$ cat config.mk
export PLATFORM = sky130hd
export DESIGN_NAME = apa102_level_bar_frame
export DESIGN_NICKNAME = d
export VERILOG_FILES = /design/src/rtl/alb_pkg.sv /design/src/rtl/alb_front.sv /design/src/rtl/alb_queue.sv /design/src/rtl/alb_back.sv /design/src/rtl/apa102_level_bar_frame.sv
export SDC_FILE = /design/constraint.sdc
export NUM_CORES = 1
export LEC_CHECK = 0
export ABC_AREA = 1
export BUFFER_PORTS_ARGS = -buffer_cell sky130_fd_sc_hd__clkbuf_2
export CAP_MARGIN = 15
export CORE_UTILIZATION = 60
export CTS_CLUSTER_SIZE = 20
export DETAILED_ROUTE_END_ITERATION = 10
export GPL_ROUTABILITY_DRIVEN = 1
export GPL_TIMING_DRIVEN = 0
export PLACE_DENSITY = 0.84
export RECOVER_POWER = 50
export SETUP_SLACK_MARGIN = 0.5
export SYNTH_ARGS = -nofsm -noshare
export SYNTH_HDL_FRONTEND = slang
export SYNTH_SLANG_ARGS = --single-unit
$ cat constraint.sdc
create_clock -name clk -period 3.3 [get_ports clk]
set_clock_uncertainty 0.1 [all_clocks]
set_input_delay 0 -clock clk [delete_from_list [all_inputs] [get_ports clk]]
set_output_delay 0 -clock clk [all_outputs]
set_load 0.02 [all_outputs]
$ cat src/rtl/alb_pkg.sv
// Shared constants, register codes and types of the APA102 level bar frame encoder.
package alb_pkg;

  localparam int START_BYTES_DEF = 4;
  localparam int END_BYTES_DEF   = 2;
  localparam int NUM_LEDS        = 3;
  localparam int BYTES_PER_LED   = 4;
  localparam int LED_IDX_W       = $clog2(NUM_LEDS);
  localparam int QUEUE_DEPTH     = 2;
  localparam int BRIGHT_W        = 5;

  localparam logic [7:0] HDR_BITS   = 8'hE0;
  localparam logic [7:0] START_BYTE = 8'h00;
  localparam logic [7:0] END_BYTE   = 8'hFF;

  localparam logic [7:0]          THR_FIRST_RST   = 8'd85;
  localparam logic [7:0]          THR_SECOND_RST  = 8'd170;
  localparam logic [7:0]          THR_THIRD_RST   = 8'd255;
  localparam logic [BRIGHT_W-1:0] LIT_BRIGHT_RST  = 5'd3;
  localparam logic [BRIGHT_W-1:0] DARK_BRIGHT_RST = 5'd0;
  localparam logic [7:0]          RED_RST         = 8'd255;
  localparam logic [7:0]          GREEN_RST       = 8'd0;
  localparam logic [7:0]          BLUE_RST        = 8'd0;

  typedef enum logic [2:0] {
    REG_THR_FIRST   = 3'd0,
    REG_THR_SECOND  = 3'd1,
    REG_THR_THIRD   = 3'd2,
    REG_LIT_BRIGHT  = 3'd3,
    REG_DARK_BRIGHT = 3'd4,
    REG_RED         = 3'd5,
    REG_GREEN       = 3'd6,
    REG_BLUE        = 3'd7
  } reg_idx_t;

  // byte position inside one LED record
  typedef enum logic [1:0] {
    LB_HDR   = 2'd0,
    LB_BLUE  = 2'd1,
    LB_GREEN = 2'd2,
    LB_RED   = 2'd3
  } led_byte_t;

  typedef struct packed {
    logic [7:0]          thr_first;
    logic [7:0]          thr_second;
    logic [7:0]          thr_third;
    logic [BRIGHT_W-1:0] lit_bright;
    logic [BRIGHT_W-1:0] dark_bright;
    logic [7:0]          red;
    logic [7:0]          green;
    logic [7:0]          blue;
  } cfg_t;

  typedef logic [NUM_LEDS-1:0] lit_mask_t;

  typedef struct packed {
    logic full;
    logic empty;
  } q_stat_t;

endpackage

$ cat src/rtl/alb_front.sv
// Front end: accepts level samples and turns each into a lit mask for the queue.
module alb_front (
  input  logic               in_valid,
  output logic               in_stall,
  input  logic [7:0]         level,
  input  alb_pkg::cfg_t      cfg,
  input  alb_pkg::q_stat_t   q_stat,
  output logic               q_push,
  output alb_pkg::lit_mask_t q_push_mask
);

  assign in_stall = q_stat.full;
  assign q_push   = in_valid && !q_stat.full;

  // level >= threshold lights the LED; a zero threshold is always lit
  assign q_push_mask = {level >= cfg.thr_third,
                        level >= cfg.thr_second,
                        level >= cfg.thr_first};

endmodule

$ cat src/rtl/alb_queue.sv
// Short FIFO of lit masks between the front end and the frame sequencer.
module alb_queue (
  input  logic               clk,
  input  logic               rst,
  input  logic               push,
  input  alb_pkg::lit_mask_t push_mask,
  input  logic               pop,
  output alb_pkg::lit_mask_t head,
  output alb_pkg::q_stat_t   stat
);

  localparam int DEPTH = alb_pkg::QUEUE_DEPTH;
  localparam int AW    = (DEPTH > 1) ? $clog2(DEPTH) : 1;
  localparam int CW    = $clog2(DEPTH + 1);

  alb_pkg::lit_mask_t mem [DEPTH];
  logic [AW-1:0] wr_ptr;
  logic [AW-1:0] rd_ptr;
  logic [CW-1:0] count;

  assign stat.full  = (count == CW'(DEPTH));
  assign stat.empty = (count == '0);
  assign head       = mem[rd_ptr];

  always_ff @(posedge clk) begin
    if (push) begin
      mem[wr_ptr] <= push_mask;
    end
  end

  always_ff @(posedge clk) begin
    if (rst) begin
      wr_ptr <= '0;
      rd_ptr <= '0;
      count  <= '0;
    end else begin
      if (push) begin
        wr_ptr <= (wr_ptr == AW'(DEPTH - 1)) ? '0 : wr_ptr + AW'(1);
      end
      if (pop) begin
        rd_ptr <= (rd_ptr == AW'(DEPTH - 1)) ? '0 : rd_ptr + AW'(1);
      end
      if (push && !pop) begin
        count <= count + CW'(1);
      end else if (pop && !push) begin
        count <= count - CW'(1);
      end
    end
  end

endmodule

$ cat src/rtl/alb_back.sv
// Back end: walks the head frame into the output register one byte per unstalled cycle.
module alb_back #(
  parameter int START_BYTES = alb_pkg::START_BYTES_DEF,
  parameter int END_BYTES   = alb_pkg::END_BYTES_DEF
) (
  input  logic               clk,
  input  logic               rst,
  input  alb_pkg::cfg_t      cfg,
  input  alb_pkg::q_stat_t   q_stat,
  input  alb_pkg::lit_mask_t q_head,
  output logic               q_pop,
  output logic               out_valid,
  input  logic               out_stall,
  output logic [7:0]         spi_byte,
  output logic               frame_end
);

  localparam int LED_BYTES   = alb_pkg::NUM_LEDS * alb_pkg::BYTES_PER_LED;
  localparam int LED_END     = START_BYTES + LED_BYTES;
  localparam int FRAME_BYTES = LED_END + END_BYTES;
  localparam int PW          = $clog2(FRAME_BYTES);

  logic [PW-1:0]                    pos;
  logic [PW-1:0]                    pos_next;
  logic [PW-1:0]                    led_off;
  logic [alb_pkg::LED_IDX_W-1:0]    led_idx;
  alb_pkg::led_byte_t               sub;
  logic                             lit;
  logic [alb_pkg::BRIGHT_W-1:0]     bright;
  logic [7:0]                       byte_next;
  logic                             last;
  logic                             advance;

  assign advance  = !q_stat.empty && (!out_valid || !out_stall);
  assign last     = (pos == PW'(FRAME_BYTES - 1));
  assign pos_next = last ? '0 : pos + PW'(1);
  assign q_pop    = advance && last;

  always_comb begin
    led_off = pos - PW'(START_BYTES);
    led_idx = led_off[2 +: alb_pkg::LED_IDX_W];
    sub     = alb_pkg::led_byte_t'(led_off[1:0]);
    lit     = 1'b0;
    for (int i = 0; i < alb_pkg::NUM_LEDS; i++) begin
      if (led_idx == alb_pkg::LED_IDX_W'(i)) begin
        lit = q_head[i];
      end
    end
    bright = lit ? cfg.lit_bright : cfg.dark_bright;

    if (pos < PW'(START_BYTES)) begin
      byte_next = alb_pkg::START_BYTE;
    end else if (pos < PW'(LED_END)) begin
      unique case (sub)
        alb_pkg::LB_HDR:   byte_next = alb_pkg::HDR_BITS | {3'b000, bright};
        alb_pkg::LB_BLUE:  byte_next = cfg.blue;
        alb_pkg::LB_GREEN: byte_next = cfg.green;
        alb_pkg::LB_RED:   byte_next = cfg.red;
        default:           byte_next = cfg.red;
      endcase
    end else begin
      byte_next = alb_pkg::END_BYTE;
    end
  end

  always_ff @(posedge clk) begin
    if (rst) begin
      out_valid <= 1'b0;
      pos       <= '0;
    end else begin
      if (advance) begin
        out_valid <= 1'b1;
        pos       <= pos_next;
      end else if (!out_stall) begin
        out_valid <= 1'b0;
      end
    end
  end

  always_ff @(posedge clk) begin
    if (advance) begin
      spi_byte  <= byte_next;
      frame_end <= last;
    end
  end

endmodule

$ cat src/rtl/apa102_level_bar_frame.sv
// Top level of the APA102 level bar frame encoder: config registers, front, queue, back.
//
//  channel | direction | handshake           | payload
//  --------+-----------+---------------------+-------------------------------
//  in      | sink      | in_valid / in_stall | level[7:0]
//  out     | source    | out_valid/out_stall | spi_byte[7:0], frame_end
//  cfg     | sink      | cfg_valid/cfg_ready | cfg_index[2:0], cfg_data[7:0]
//
// Each level sample yields START_BYTES + 12 + END_BYTES bytes (18 by default),
// one byte per cycle while out is not stalled; the byte sequencer in the
// back end thus sets the pace at which samples are taken at full rate.
// The queue holds two lit masks, so the next sample is taken while a frame
// is still streaming; a taken mask is stored in the queue, then its first byte in the output register.
// Reset is synchronous; it empties the queue and the output register and
// loads the register defaults. No clearing pass is needed.
// A stall on out holds the output byte; the sequencer then waits, and once
// the queue fills, in_stall rises. cfg_ready is always high.
module apa102_level_bar_frame #(
  parameter int START_BYTES = alb_pkg::START_BYTES_DEF,
  parameter int END_BYTES   = alb_pkg::END_BYTES_DEF
) (
  input  logic       clk,
  input  logic       rst,
  // sample channel
  input  logic       in_valid,
  output logic       in_stall,
  input  logic [7:0] level,
  // byte channel
  output logic       out_valid,
  input  logic       out_stall,
  output logic [7:0] spi_byte,
  output logic       frame_end,
  // register write channel
  input  logic       cfg_valid,
  output logic       cfg_ready,
  input  logic [2:0] cfg_index,
  input  logic [7:0] cfg_data
);

  alb_pkg::cfg_t      cfg;
  alb_pkg::q_stat_t   q_stat;
  alb_pkg::lit_mask_t q_push_mask;
  alb_pkg::lit_mask_t q_head;
  logic               q_push;
  logic               q_pop;

  assign cfg_ready = 1'b1;

  // register file; brightness keeps only its low five bits
  always_ff @(posedge clk) begin
    if (rst) begin
      cfg.thr_first   <= alb_pkg::THR_FIRST_RST;
      cfg.thr_second  <= alb_pkg::THR_SECOND_RST;
      cfg.thr_third   <= alb_pkg::THR_THIRD_RST;
      cfg.lit_bright  <= alb_pkg::LIT_BRIGHT_RST;
      cfg.dark_bright <= alb_pkg::DARK_BRIGHT_RST;
      cfg.red         <= alb_pkg::RED_RST;
      cfg.green       <= alb_pkg::GREEN_RST;
      cfg.blue        <= alb_pkg::BLUE_RST;
    end else if (cfg_valid && cfg_ready) begin
      unique case (alb_pkg::reg_idx_t'(cfg_index))
        alb_pkg::REG_THR_FIRST:   cfg.thr_first   <= cfg_data;
        alb_pkg::REG_THR_SECOND:  cfg.thr_second  <= cfg_data;
        alb_pkg::REG_THR_THIRD:   cfg.thr_third   <= cfg_data;
        alb_pkg::REG_LIT_BRIGHT:  cfg.lit_bright  <= cfg_data[alb_pkg::BRIGHT_W-1:0];
        alb_pkg::REG_DARK_BRIGHT: cfg.dark_bright <= cfg_data[alb_pkg::BRIGHT_W-1:0];
        alb_pkg::REG_RED:         cfg.red         <= cfg_data;
        alb_pkg::REG_GREEN:       cfg.green       <= cfg_data;
        alb_pkg::REG_BLUE:        cfg.blue        <= cfg_data;
        default:                  cfg.blue        <= cfg.blue;
      endcase
    end
  end

  // thresholds are compared at accept; only the mask is queued
  alb_front u_front (
    .in_valid    (in_valid),
    .in_stall    (in_stall),
    .level       (level),
    .cfg         (cfg),
    .q_stat      (q_stat),
    .q_push      (q_push),
    .q_push_mask (q_push_mask)
  );

  alb_queue u_queue (
    .clk       (clk),
    .rst       (rst),
    .push      (q_push),
    .push_mask (q_push_mask),
    .pop       (q_pop),
    .head      (q_head),
    .stat      (q_stat)
  );

  // the head entry stays in the queue until its last byte is sent
  alb_back #(
    .START_BYTES (START_BYTES),
    .END_BYTES   (END_BYTES)
  ) u_back (
    .clk       (clk),
    .rst       (rst),
    .cfg       (cfg),
    .q_stat    (q_stat),
    .q_head    (q_head),
    .q_pop     (q_pop),
    .out_valid (out_valid),
    .out_stall (out_stall),
    .spi_byte  (spi_byte),
    .frame_end (frame_end)
  );

endmodule

==> results_dict.tcl, run 1 <==
set metrics [dict create \
    clk_pin_slew_ps 90 \
    drv_cap 0 \
    grt_max_degree 17 \
    final_antenna_net_count 0 \
    synth_edf_count 15 \
    viasPerCell 5.61 \
    power.density_nw_per_um2 507 \
    num_rows 29 \
    cp-end-kind "flop" \
    core_area_um2 6420 \
    violations "design-rule violations" \
    synth_top_cell_area_share_pct 34.3 \
    rsz0062_at_grt "no" \
    worstSetupPathType "reg2reg" \
    die_x_um 83.9 \
    start_util_pct 62.7 \
    synthesis.nets 553 \
    routabilityCongestion 0.839 \
    synth-seq-cells 84 \
    wl_per_cell_um 14.8 \
    remaining_drc_errors 4 \
    dr.pass1.iters 8 \
    vdd_drop_max_uv 341 \
    portBuffers 32 \
    synthCells 500 \
    netlist_top_cells_count "94 x nand2_1, 69 x dfxtp_1, 58 x inv_1, 50 x nor2_1, 44 x a21oi_1" \
    seq_area_um2 1830 \
    drv_slew 0 \
    cp.arrival_ps 2490 \
    grt_pass1_vias 3480 \
    grt_overflow 0 \
    postCtsSetupRepairBufs 0 \
    fin_hold_ws_ps 38.9 \
    die_h_um 83.9 \
    ioPinCount 36 \
    max_slew_margin_pct 45.9 \
    vias 3562 \
    multiInputGateArea_um2 1860 \
    ctsResizeCount 0 \
    synthArstFlopShare_pct 0 \
    grt_pass1_wl_um 15500 \
    finalHoldViolations 0 \
    fin_nets 606 \
    hpwl_um 6800 \
    cts.sinks 84 \
    grt_util_all_layers_pct 28.3 \
    drt_wl_total_um 9380 \
    fillCellCount 532 \
    holdCritPathClass "in2reg" \
    diodes 0 \
    ctsLongestPathBuffers 2 \
    fin_crit_sh_pct 71.1 \
    synth.most_common_cell "nand2_1" \
    synth_seq_area_share_pct 45.5 \
    leakage_nw 2.06 \
    h-tree-depth 3 \
    ys.warnings.count 0 \
    min_period_ps 2350 \
    yosys_most_used_dff "dfxtp_1" \
    area_growth_pct 14.0 \
    status "complete, but fails checks" \
    synth_top_cell_by_area "dfxtp_1" \
    worst_pin_slew_ps 812 \
    insertion_delay_ps 350 \
    drt_iter0_markers 238 \
    netlist-cell-type-count 31 \
    cts_tree "yes" \
    cp-start-kind "flop" \
    cp.required_ps 3440 \
    setup_violations 0 \
    synth.avg_cell_area_um2 8.06 \
    yosys-top-cells-area "dfxtp_1 34%, edfxtp_1 11%, ha_1 9.0%, nand2_1 8.8%, a21oi_1 5.5%" \
    worstPathMaxFanout 16 \
    drive_gt1_share_pct 10.6 \
    dieArea_um2 7040 \
    max_freq_ghz 0.426 \
    hold_buffers 10 \
    antenna_found_initial 0 \
    clockRootBuffer "clkbuf_8" \
    tns_ps 0 \
    numCtsBuffers 9 \
    synth_area_um2 4030 \
]
critical path: stages (launching register included):
cell and delay [ps]:
dfxtp_1 410, o21a_1 140, clkbuf_1 610, nand2_4 150
ha_1 350, a21oi_1 130, o21ai_0 120, o21ai_0 160
a21oi_1 60
worst paths after layout:
path | slack [ps] | cells after the start | startpoint | to
worst max-delay path | 950 | 8 | u_queue.count[0] | u_queue.count[1]
worst max register to register | 950 | 8 | u_queue.count[0] | u_queue.count[1]
worst min register to register | 360 | 2 | cfg[33] | cfg[33]
worst min-delay path | 40 | 4 | in_valid | u_queue.wr_ptr
through the flow:
step	setup WS [ps]	util, %	power, W	std cells	instance area (um2)
final	952	71.5	0.00233	635	4590
after global routing	762	71.5	0.00242	635	4590
after CTS	1140	71.9	0.00234	635	4620
after detailed placement	1140	66.7	0.00151	609	4280
after global placement	1270	66.7	0.00149	609	4280
after floorplan	1410	-	0.00140	500	4030
cell type report:
class | count | area share, %
Multi-Input combinational cell | 334 | 40.6
Sequential cell | 84 | 39.9
Inverter | 67 | 5.48
Timing Repair Buffer | 42 | 5.34
Clock buffer | 14 | 4.25
Tap cell | 77 | 2.10
Buffer | 15 | 1.55
Clock inverter | 2 | 0.844
sequential cells by signal, indices dropped and copies added, names as in the netlist, named ones only:
register	flops
u_queue.count	2
u_back.frame_end	1
u_back.pos	5
u_back.spi_byte	8
u_queue.mem	6
u_queue.wr_ptr	1
cfg	58
u_queue.rd_ptr	1
u_back.out_valid	1
cell families (layout without fill, tap and decap cells):
kind of cell | Yosys count | after routing | synth area share (%)
other | 1 | 1 | 0.0931
buffers and inverters | 82 | 140 | 8.20
AO/OA/AOI/OAI | 110 | 110 | 15.5
XOR/XNOR | 2 | 2 | 0.435
flip-flops | 84 | 84 | 45.5
adder cells (fa/ha/maj) | 29 | 29 | 9.01
AND/OR/NAND/NOR | 192 | 192 | 21.3
metal layers:
layer  vias to the layer above  GRT usage (%)  share of wire, %  routed length, um
met5                         -              0                 0                  0
met4                         0           12.5               2.1                196
li1                       1763              -                 -                  -
met1                      1652           34.8                43               4060
met2                       131           46.8                47               4420
met3                        16           7.02               7.5                705
power breakdown:
part	switching (W)	internal, W
Sequential	0.0000263	0.00111
Combinational	0.000246	0.000109
Clock	0.000373	0.000465
Total	0.000645	0.00169
layout by cell type (no fill, tap or decap), types with 3 or more instances in the layout:
cell type	n
inv_1	58
nand4_1	3
o21ai_0	40
nand2_1	94
nand3_1	28
clkbuf_2	20
inv_2	8
dfxtp_1	69
buf_4	4
nor2_4	6
a21oi_1	44
clkbuf_1	25
clkbuf_8	10
a41oi_1	3
nor2_1	51
edfxtp_1	15
nor3_1	3
o2111ai_1	3
o211ai_1	16
ha_1	29
dlygate4sd3_1	10
Note: power is estimated with default switching activity, not from simulation.
==> run 2: changes to the inputs <==
- ABC_AREA: 1 -> 0
- CORE_UTILIZATION: 60 -> 53
- PLACE_DENSITY: 0.84 -> 0.79
- clock period: 3.3 -> 2 ns (I/O delays scaled with it)
==> run 2 against run 1 <==
  * The flow now finishes without violations
  * Hold slack worse by 15 ps
  * Flip-flop and latch count did not move
  * Non-clock buffer count up 28
  * Sequential share of layout area down 4.4 points
  * Setup slack got worse by 860 ps
  * First-iteration DRC count grew 19%
  * Final cell count shrank 4.7%
==> results_dict.tcl, run 2 <==
set metrics [dict create \
    status "finished, final reports clean" \
    netlist_top_cells_count "69 x dfxtp_1, 57 x nor2_1, 49 x nand2_1, 29 x ha_1, 28 x inv_1" \
    netlist-cell-type-count 43 \
    worstSetupPathType "reg2reg" \
    hpwl_um 6400 \
    core_area_um2 7250 \
    area_growth_pct 30.8 \
    drv_cap 0 \
    fin_util_pct 72.0 \
    synth_top_cell_area_share_pct 34.6 \
    tns_ps 0 \
    cp.arrival_ps 2080 \
    grt_pass1_wl_um 16100 \
    post_dp_cell_area_um2 4310 \
    remaining_drc_errors 0 \
    ioPinCount 36 \
    worstPathMaxFanout 3 \
    cts.sinks 84 \
    startpoint "u_back.pos[1]" \
    reg2reg_from "u_back.pos[1]" \
    grt_pass1_vias 3165 \
    reg.largest.list "cfg: 58 flops, u_back.spi_byte: 8 flops, u_queue.mem: 6 flops" \
    cp.required_ps 2180 \
    synth_seq_area_share_pct 45.9 \
    grt_max_degree 16 \
    die_h_um 88.8 \
    dr.pass1.iters 5 \
    fin_nets 554 \
    holdCritPathClass "in2reg" \
    cp-start-kind "flop" \
    wl_per_cell_um 18.0 \
    endpoint "u_queue.count[1]" \
    antenna_found_initial 0 \
    num_rows 31 \
    finalHoldViolations 0 \
    synth_edf_count 15 \
    regMostFlops "cfg" \
    cp-end-kind "flop" \
    start_util_pct 55.1 \
    drv_slew 0 \
    synth_area_um2 3990 \
    reg2reg_to "u_queue.count[1]" \
    cts_tree "yes" \
    setup_violations 0 \
    ys.warnings.count 0 \
    synth-seq-cells 84 \
    drt_iter0_markers 284 \
    min_period_ps 1910 \
    portBuffers 28 \
    synth.avg_cell_area_um2 9.31 \
    worst_pin_slew_ps 1050 \
    largest_reg_flops 58 \
    h-tree-depth 3 \
    hold_depth 4 \
    synthesis.nets 482 \
    drive_gt1_share_pct 27.1 \
    max_slew_margin_pct 29.3 \
    final_cell_mix "58 x dfxtp_1, 52 x nor2_1, 49 x nand2_1, 28 x clkbuf_1, 25 x a211o_1" \
    viasPerCell 5.72 \
    rsz0062_at_grt "yes" \
    ctsLongestPathBuffers 2 \
    leakage_nw 2.02 \
    yosys-top-cells-area "dfxtp_1 35%, edfxtp_1 11%, ha_1 9.1%, a211o_1 5.5%, nor2_1 5.4%" \
    final_antenna_net_count 0 \
    grt_util_all_layers_pct 28.0 \
    mostFrequentLayoutCell "dfxtp_1" \
    max_freq_ghz 0.524 \
    vdd_drop_max_uv 457 \
    synthCells 429 \
    die_x_um 88.8 \
    power.density_nw_per_um2 808 \
    diodes 0 \
    grt_overflow 0 \
    vias 3462 \
    reg2reg_depth 8 \
    clk_pin_slew_ps 80 \
    fin_crit_sh_pct 95.4 \
    r2r_slack_ps 90 \
    synth_top_cell_by_area "dfxtp_1" \
    yosys_most_used_dff "dfxtp_1" \
    numCtsBuffers 9 \
    stdcell_area_um2 5220 \
    routabilityCongestion 0.807 \
    clockRootBuffer "clkbuf_8" \
    drt_wl_total_um 10900 \
    insertion_delay_ps 360 \
    synthArstFlopShare_pct 0 \
    dieArea_um2 7890 \
    synth.most_common_cell "dfxtp_1" \
]
[run 2: cell families after synthesis]
kind of cell	count (synthesis)	synth area share [%]
other cells	1	0.0939
fa+ha+maj	29	9.09
mux	19	4.86
simple gates	148	16.8
flops	84	45.9
xor+xnor	8	1.75
buf+inv	52	5.51
compound gates	88	16.0
[run 2: cell type report]
| type | instances | area, um2 |
|---|---|---|
| Fill cell | 524 | 2030 |
| Tap cell | 99 | 124 |
| Sequential cell | 84 | 1850 |
| Inverter | 28 | 108 |
| Clock buffer | 13 | 139 |
| Buffer | 24 | 151 |
| Timing Repair Buffer | 61 | 438 |
| Multi-Input combinational cell | 293 | 2340 |
| Clock inverter | 3 | 65.1 |
[run 2: where the power goes]
part | internal [W] | total (W) | switching [W]
Clock | 0.000705 | 0.00129 | 0.000587
Sequential | 0.00184 | 0.00190 | 0.0000646
Combinational | 0.000444 | 0.00102 | 0.000580
[run 2: how the worst min path moves through the flow]
stage	end	slack, ps	startpoint
2_1_floorplan	cfg[39]	20	cfg_data[5]
3_5_place_dp	u_back.out_valid	200	out_stall
4_1_cts	u_queue.mem[1][0]	20	level[7]
6_report	u_queue.mem[0][0]	20	level[7]
3_3_place_gp	u_back.out_valid	190	out_stall
5_1_grt	u_queue.mem[0][0]	30	level[7]
[run 2: what timing repair did]
action                                  CTS  global route
endpoints found under the setup margin   23            19
hold buffers                             10             0
cloned                                    0             1
endpoints found under the hold margin    43             0
gates resized for setup                  70            24
buffers inserted                         15             7
pin swaps                                22            18
[run 2: routing by layer]
layer,vias up,part of all wire [%],global-route usage [%]
met5,-,0,0
met4,0,2.6,10.7
met3,25,4.9,5.32
met2,147,51,47.8
met1,1663,41,34.9
li1,1627,-,-
[run 2: per-stage QoR]
stage,total power [W],std cells,hold WS [ps],setup WS (ps)
after detailed placement,0.00255,556,202,-152
after floorplan,0.00237,429,17.8,124
final,0.00422,605,24.1,91.7
after global routing,0.00439,605,29.2,38.7
after global placement,0.00252,556,192,-88.5
after CTS,0.00406,597,18.2,170
[run 2: critical path: stages, from the launching register on]
cell and delay [ps]:
dfxtp_2 330, inv_2 70, ha_4 130, clkbuf_8 110, nand4_1 180, ha_2 250
xor2_1 150, or3_1 330, a21oi_1 180
==> run 3: changes to the inputs <==
- CORE_MARGIN: default -> 2
- GPL_TIMING_DRIVEN: 0 -> default
- SKIP_LAST_GASP: default -> 1
==> run 3 against run 2 <==
  * Clock power fell by 5%
  * Maximum frequency rose by 5.3%
  * First-iteration DRC count fell by 28%
  * Combinational power fell by 22%
  * Sequential share of layout area rose by 2.0 points
  * Final cell count fell by 3.5%
==> results_dict.tcl, run 3 (synthesis results as in run 2) <==
set metrics [dict create \
    drt_iter0_markers 205 \
    cp.arrival_ps 2000 \
    max_slew_margin_pct 33.0 \
    drv_slew 0 \
    multiInputGateArea_um2 2250 \
    ioPinCount 36 \
    vias 3231 \
    die_x_um 90.8 \
    dieArea_um2 8250 \
    clk_pin_slew_ps 90 \
    grt_pass1_wl_um 16300 \
    path_cells "a2bb2oi_4 -> nand4_1 -> ha_4 -> xor2_1 -> or3_1 -> a21oi_1" \
    leakage_nw 1.95 \
    drive_gt1_share_pct 25.4 \
    grt_pass1_vias 3229 \
    wl_per_cell_um 16.6 \
    worst_pin_slew_ps 1000 \
    min_period_ps 1810 \
    max_freq_ghz 0.552 \
    post_dp_cell_area_um2 4290 \
    num_rows 31 \
    vdd_drop_max_uv 449 \
    diodes 0 \
    hpwl_um 6230 \
    final_cell_mix "58 x dfxtp_1, 56 x nor2_1, 48 x nand2_1, 25 x a211o_1, 24 x clkbuf_2" \
    cp_slowest_cell "dfxtp_1" \
    seq_area_um2 1860 \
    clockRootBuffer "clkbuf_8" \
    remaining_drc_errors 0 \
    grt_overflow 0 \
    fin_util_pct 68.0 \
    cp-end-kind "flop" \
    start_util_pct 54.8 \
    ctsLongestPathBuffers 2 \
    routabilityCongestion 0.817 \
    status "finished, final reports clean" \
    numCtsBuffers 9 \
    regMostFlops "cfg" \
    drv_cap 0 \
    h-tree-depth 3 \
    portBuffers 34 \
    holdCritPathClass "in2reg" \
    cts.sinks 84 \
    die_h_um 90.8 \
    worstSetupPathType "reg2reg" \
    cts_tree "yes" \
    final_antenna_net_count 0 \
    insertion_delay_ps 360 \
    finalHoldViolations 0 \
    power.density_nw_per_um2 793 \
    viasPerCell 5.53 \
    stdcell_area_um2 4960 \
    worstPathMaxFanout 5 \
    slowest_delay_ps 450 \
    drt_wl_total_um 9680 \
    grt_max_degree 30 \
    fin_ws_ps 188 \
    fin_crit_sh_pct 90.6 \
    largest_reg_flops 58 \
    cp.required_ps 2190 \
    dr.pass1.iters 6 \
    antenna_found_initial 0 \
    area_growth_pct 24.1 \
    mostFrequentLayoutCell "dfxtp_1" \
    cp-start-kind "flop" \
    grt_util_all_layers_pct 25.0 \
    core_area_um2 7290 \
    fillCellCount 581 \
    tns_ps 0 \
    reg.largest.list "cfg: 58 flops, u_back.spi_byte: 8 flops, u_queue.mem: 6 flops" \
    fin_nets 534 \
    rsz0062_at_grt "yes" \
    place_ws_ps 185 \
    setup_violations 0 \
]
==> run 3: cell count changes in the layout (fill, tap and decap cells not counted), sizes merged <==
cell | before | now
clkbuf | 55 | 49
bufinv | 2 | 1
buf | 33 | 19
==> run 3: repair_timing <==
action | in CTS | in global routing
resized for setup | 55 | 15
setup buffers | 8 | 3
hold buffers | 10 | 0
endpoints found under the setup margin | 16 | 21
hold endpoints to repair | 61 | 0
pin swaps | 21 | 3
==> run 3: metal layers <==
layer  routed length [um]  track usage, %
met3                  446            3.34
met2                 4700            40.9
met1                 4210            32.7
met4                  329            12.2
met5                    0               0
==> run 3: worst paths after layout <==
| check | startpoint | to | slack [ps] | cells after the start |
|---|---|---|---|---|
| worst max-delay path | u_queue.count[0] | u_queue.count[1] | 190 | 6 |
| worst min-delay path | cfg_valid | cfg[34] | 2 | 4 |
| worst max register to register | u_queue.count[0] | u_queue.count[1] | 190 | 6 |
| worst min register to register | cfg[4] | cfg[4] | 360 | 2 |
==> run 3: area by class of cell <==
type                            instances  area share, %
Clock buffer                           13           3.21
Clock inverter                          2          0.707
Inverter                               28           2.17
Multi-Input combinational cell        293           45.4
Sequential cell                        84           37.5
Tap cell                               99           2.50
Timing Repair Buffer                   65           8.46
==> run 3: power by group <==
group	leakage [nW]	total, W	internal [W]	switching, W
clock	0.0995	0.00123	0.000638	0.000590
sequential	0.712	0.00191	0.00184	0.0000703
combinational	1.14	0.000795	0.000314	0.000481
total	1.95	0.00393	0.00279	0.00114
==> run 3: metrics by stage <==
stage | hold slack [ps] | power (W) | std cells
finish | 1.92 | 0.00393 | 584
global route | 19.3 | 0.00410 | 584
CTS | 27.6 | 0.00389 | 581
detailed placement | 210 | 0.00257 | 548
global placement | 197 | 0.00254 | 548
floorplan | 17.8 | 0.00237 | 429
==> run 3: worst max-delay path: cells and delay by family (launching register included) <==
kind | cells | cell delay [ps]
AO/OA/AOI/OAI | 2 | 290
XOR/XNOR | 1 | 150
adder cells (fa/ha/maj) | 1 | 230
flip-flops | 1 | 450
AND/OR/NAND/NOR | 2 | 520
